File: config.mk
export PLATFORM = sky130hd
export DESIGN_NAME = spi_queue
export DESIGN_NICKNAME = d
export VERILOG_FILES = /design/src/sv/spi_pkg.sv /design/src/sv/spi_queue.sv
export SDC_FILE = /design/constraint.sdc
export NUM_CORES = 1
export LEC_CHECK = 0
export BUFFER_PORTS_ARGS = -buffer_cell sky130_fd_sc_hd__buf_2
export CAP_MARGIN = 20
export CORE_ASPECT_RATIO = 1.2
export CORE_MARGIN = 2
export CORE_UTILIZATION = 53
export CTS_CLUSTER_DIAMETER = 100
export DETAILED_ROUTE_END_ITERATION = 8
export PLACE_DENSITY = 0.75
export SETUP_SLACK_MARGIN = 0.05
export SYNTH_ARGS = -nofsm -noshare
export SYNTH_HDL_FRONTEND = slang
export SYNTH_SLANG_ARGS = --single-unit
File: constraint.sdc
create_clock -name i_clk -period 14.3 [get_ports i_clk]
set_clock_uncertainty 0.2 [all_clocks]
set_input_delay 0.715 -clock i_clk [delete_from_list [all_inputs] [get_ports i_clk]]
set_output_delay 0.715 -clock i_clk [all_outputs]
set_load 0.01 [all_outputs]
File: src/sv/spi_pkg.sv
// Shared widths, codes and beat types for the segment/plane intersection unit.
// No dependencies; used by every module of the block.
package spi_pkg;

    localparam int CW       = 32;          // coordinate / coefficient width
    localparam int TW       = 16;          // tolerance width
    localparam int PW       = 64;          // one coefficient * coordinate product
    localparam int SW       = 66;          // signed plane distance
    localparam int MW       = 65;          // magnitude of distance and of distance difference
    localparam int DW       = 32;          // magnitude of end - start per axis
    localparam int LOW_W    = 33;          // low slice of the distance magnitude
    localparam int HIW      = MW - LOW_W;  // high slice
    localparam int PRW      = DW + MW;     // dividend width
    localparam int QW       = DW;          // quotient bits, one per divider stage
    localparam int AW       = 3;           // config address width
    localparam int FRAC_DEF = 16;
    localparam int QDEPTH   = 4;

    typedef enum logic [AW-1:0] {
        REG_NX  = 3'd0,
        REG_NY  = 3'd1,
        REG_NZ  = 3'd2,
        REG_OFS = 3'd3,
        REG_TOL = 3'd4
    } t_reg;

    typedef enum logic [1:0] {
        K_NONE  = 2'd0,
        K_ENDPT = 2'd1,
        K_CROSS = 2'd2
    } t_kind;

    localparam logic [1:0] SIDE_NONE  = 2'b00;
    localparam logic [1:0] SIDE_ABOVE = 2'b01;
    localparam logic [1:0] SIDE_BELOW = 2'b11;

    typedef struct packed {
        logic [CW-1:0] nx;
        logic [CW-1:0] ny;
        logic [CW-1:0] nz;
        logic [CW-1:0] ofs;
        logic [TW-1:0] tol;
    } t_plane;

    typedef struct packed {
        t_kind              kind;
        logic [1:0]         side;
        logic [2:0][CW-1:0] start;
        logic [2:0][CW-1:0] endc;
        logic [2:0]         neg;
    } t_meta;

    typedef struct packed {
        t_meta              meta;
        logic [2:0][DW-1:0] dm;
        logic [MW-1:0]      smag;
        logic [MW-1:0]      dmag;
    } t_item;

endpackage

File: src/sv/spi_queue.sv
// Short queue between the classifying front and the dividing back.
// Depends on spi_pkg.
module spi_queue #(
    parameter int DEPTH = spi_pkg::QDEPTH
) (
    input  logic           i_clk,
    input  logic           i_rst_n,
    input  logic           i_push,
    input  spi_pkg::t_item i_data,
    output logic           o_full,
    input  logic           i_pop,
    output logic           o_empty,
    output spi_pkg::t_item o_data
);
    localparam int PTRW = (DEPTH > 1) ? $clog2(DEPTH) : 1;
    localparam int CNTW = $clog2(DEPTH + 1);

    spi_pkg::t_item  r_mem [DEPTH];
    logic [PTRW-1:0] r_wp, r_rp;
    logic [CNTW-1:0] r_cnt;
    logic            push_ok, pop_ok;

    assign o_full  = (r_cnt == CNTW'(DEPTH));
    assign o_empty = (r_cnt == '0);
    assign push_ok = i_push && !o_full;
    assign pop_ok  = i_pop && !o_empty;
    assign o_data  = r_mem[r_rp];

    always_ff @(posedge i_clk) begin
        if (!i_rst_n) begin
            r_wp  <= '0;
            r_rp  <= '0;
            r_cnt <= '0;
        end else begin
            if (push_ok) begin
                r_wp <= (r_wp == PTRW'(DEPTH - 1)) ? '0 : r_wp + 1'b1;
            end
            if (pop_ok) begin
                r_rp <= (r_rp == PTRW'(DEPTH - 1)) ? '0 : r_rp + 1'b1;
            end
            r_cnt <= r_cnt + CNTW'(push_ok) - CNTW'(pop_ok);
        end
    end

    always_ff @(posedge i_clk) begin
        if (push_ok) begin
            r_mem[r_wp] <= i_data;
        end
    end

endmodule

Yosys cells after proc, flatten, opt, wreduce, memory -nomap -nowiden
Memories as Yosys holds them, arrays and structs flattened. A register that Yosys moved wholly into a read port is not among the register bits.
Cells that the tools add are included.
Cells by class
  muxes and demuxes: 6
  equality and inequality tests: 3
  add/sub/neg operators: 4
  reduce and logical (&&, ||, !) cells: 5
Operators with widths (count)
  $mux 2: 4
  $add 2x1->2 const B: 2
  $eq 2x2->1 const B: 2
  $add 3x1->3: 1
  $eq 3x3->1 const B: 1
  $logic_not 3->1: 1
  $sub 3x1->3: 1
  $logic_and 1x1->1: 2
  $logic_not 1->1: 2
  $mux 1: 2
Word-level totals
  flip-flop bits (word level): 7
  output and inout bits: 427
  memories: 1
  memory bits (writable): 1700
  input port bits: 429
Memories
  r_mem: depth 4, bits a word 425, read ports 1, clocked after Yosys merged registers in 1, write ports 1, RTL line spi_queue.sv:18  | spi_pkg::t_item r_mem [DEPTH];

Longest topological paths before layout
  depth in word-level cells: 5
  depth in mapped cells: 11

Worst setup path after synthesis
OpenSTA, ideal clock, no wires.
  kind: input-to-reg
  start: input i_push
  end: memory r_mem[1][0] (netlist name) (enable)
  stages: 3
  arrival: 10.701 ns
  data required time: 13.256 ns
  path slack: 2.556 ns
  library setup time: 0.844 ns
  path buffers: 1
  cells stage by stage: nor2b_1 clkbuf_1 and2_1
Between the ends
  word-level cells in the longest chain between the ends: 3
RTL lines
  start, declared: RTL line spi_queue.sv:8  | input logic i_push,
  $logic_and 1x1->1: RTL line spi_queue.sv:25  | assign push_ok = i_push && !o_full;
  $mux 1: RTL line spi_queue.sv:46  | if (push_ok) begin
  $mux 1 (not written as such): RTL line spi_queue.sv:47  | r_mem[r_wp] <= i_data;
  end, declared: RTL line spi_queue.sv:18
Every way passes these cells.

==> results.md <==
* Most frequent CP cell: buf_4
* Core ar. at 0.116 mm^2
* 1st-iter DRT viols at around 2800
* CTS tree: yes
* Initial core utilization at 53.2%
* Async set-reset flop share out of synthesis at 0%
* Post-Synth Simple-Gate Area at 0.166%
* Vias per cell at 5.78
* Gpl congestion at 0.828
* GRT overflow at 0
* Clk buf depth at 3
* Relative slew margins at 19.5%
* Post-Syn Area at between 0.06 and 0.07 mm^2
* First-pass GRT wire length at 212000 um
* Crit-path cells: buf_4 > buf_4 > buf_4 > mux4_2 > buf_2
* Setup Crit Path Kind: flip-flop to output pin
* Tcrit/Tclk final at 43.6%
* Yosys reg bits at 1709
* Power, Total at 13.3 mW
* DIE AREA at 0.119 mm^2
* Site row count at approximately 140
* Final #Nets at 4082
* Clk slew on worst S/H paths at 0.06 ns
* Required time of the critical path at 13.39 ns
* Layout cells sized above 1 at 40.6%
* Netlist cell types at 21
* Peak VDD IR at 135 uV
* Worst EP arrival at 5.33 ns
* Final worst path period need at 6.24 ns
* Area leader, netlist: edfxtp_1
* Hold Path Class: input port to flip-flop
* DRC at 0
* Mux contribution to synthesized area at 15.6%
* Delay-heaviest family, CP: buffers and inverters
* Worst Setup End Kind: output pin
* Post-cts resize count at 0
* Clock root cell: clkbuf_16
* Setup TNS at 0 ns
* Area grow syn2layout at 24.9%
* Vias in the first global route at 32800
* Post-Route WL at 146000 um
* Hold-fix buffers, CTS at 425
* Fmax at about 160 MHz
* Post-synth EDFFs at 1700
* Clock Sinks at between 1500 and 2000
* Final setup vio count at 0
* Power Dens Cells at between 150 and 200 mW/mm^2
* Routed len/inst at 27.4 um
* Top cell type's share of synthesized area at 82.8%
* Main flop type after synthesis: edfxtp_1
* Post-Synthesis Cells at approximately 2300
* Syn_nets at ~2700
* Mapped Avg Cell Area at 27.1 um^2
* Status: complete, no violations
* Worst-Skew Late Latency at 0.78 ns
* Worst Tran Pin Value at ~1.2 ns
* I/O pin count at ~860
* Antenna violations before repair at 28
* Die Wd at 315 um
* H-tree Lvls at 4
* Detailed Place HPWL at just over 80000 um
* Register area share after synthesis at 83.1%
* Total track usage at 24.3%
* DIE HEIGHT at between 300 and 400 um
* Post-route ant nets at 0
* Slowest CP cell: dfxtp_4
* Num CTS Buffers at 159
* Crit start category: flip-flop
* CP max FO at 74
* Synth Area in Adders at less than 1%
* Crit path largest cell delay at between 0.9 and 1 ns
* Via count at 30800
* Synth Area in XOR/XNOR at less than 1%
* Worst Path Buf+Inv at 4
* RSZ-0062 raised after global routing: no
* Hold Fails Final Rpt at 0
* Initial DRT Pass Iterations at 8
* Port Buffers at 855
* Max Cap Viol at 0
* Yosys warns at 0
* Fin. max-slew vios at 0
* Largest family of logic cells by synthesized area: multiplexers
* Area contributors post-synth: edfxtp_1 (83%), mux4_2 (16%), buf_2 (0.38%), buf_4 (0.35%), dfxtp_1 (0.29%)
* Compound-Gate Fraction of Synth Area at 0.0284%
* Leak Pwr at 25.8 nW
* Post-CTS Repair Setup Buffers at 0
* Pin count of the biggest net entering global routing at 158
==> path summary, 6_finish.rpt <==
| kind | start | end | slack (ns) | cells past startpoint |
|---|---|---|---|---|
| setup / recovery | flip-flop | o_data[227] | 8.06 | 5 |
| hold / removal | i_rst_n | r_cnt[1]$_SDFF_PN0_ | 0.11 | 2 |
| setup reg to reg | r_cnt[2]$_SDFF_PN0_ | r_mem[0][316]$_DFFE_PP_ | 9.17 | 6 |
| hold reg to reg | r_wp[1]$_SDFFE_PN0P_ | r_wp[1]$_SDFFE_PN0P_ | 0.35 | 2 |
==> logic make-up (layout without fill, tap and decap cells) <==
group           after synthesis  in the layout
other cells                   0             23
xor+xnor                      2              2
flops                      1709           1709
compound gates                3              3
simple gates                 20             20
mux                         427            427
buf+inv                     103           1598
fa+ha+maj                     8              8
==> area by class of cell <==
type,count,area [um^2]
inverters,7,26.3
repair buffers,1308,8880
flip-flops and latches,1709,51200
well taps,1529,1910
diodes,23,57.6
clock inverters,96,947
multi-input cells,460,9850
fillers,6983,38900
clock buffers,187,4080
==> synthesized netlist by cell type (all sizes together) (2+ instances only) <==
| library cell | number |
|---|---|
| xnor2 | 2 |
| mux4 | 425 |
| o21ai | 2 |
| nor2 | 2 |
| inv | 7 |
| clkbuf | 17 |
| dfxtp | 9 |
| nand2 | 6 |
| ha | 7 |
| and2 | 7 |
| buf | 79 |
| mux2i | 2 |
| nand3 | 2 |
| edfxtp | 1700 |
==> where the power goes <==
part | total, mW | switching (mW) | internal, mW
registers | 6.27 | 0.166 | 6.10
logic | 2.92 | 1.62 | 1.30
clock network | 4.10 | 1.82 | 2.28
==> routing by layer <==
layer	GRT usage (%)	vias to the layer above	wire length (um)
met3	6.82	305	13200
met4	10.2	14	6010
met1	28.6	16000	49200
met2	41.9	1715	77200
met5	0	-	84
li1	-	12700	-
==> flip-flops by register name, summed over array words and instances, names as in the netlist, named ones only <==
register	cells
r_wp	2
r_cnt	3
r_rp	2
r_mem	1700
==> per-stage QoR <==
stage               instances  utilization, %  hold WS (ns)  setup slack [ns]  area, um^2
global placement         4587            58.4         0.276              8.92       67600
floorplan                2272               -         0.268              2.56       61600
detailed placement       4587            58.4         0.297              8.86       67600
CTS                      5295            66.4        0.0316              7.97       76900
finish                   5319            66.4         0.106              8.06       77000
global route             5315            66.4        0.0523              7.81       77000
==> placed cells by master, fill, tap and decap left out, drive strengths merged, types with 9 or more instances in the layout <==
cell / n
inv: 16
clkbuf: 187
dfxtp: 9
bufinv: 12
edfxtp: 1700
buf: 883
mux4: 425
diode: 23
clkinv: 71
dlygate4sd3: 425
No activity file was read; power rests on OpenSTA's default activity.
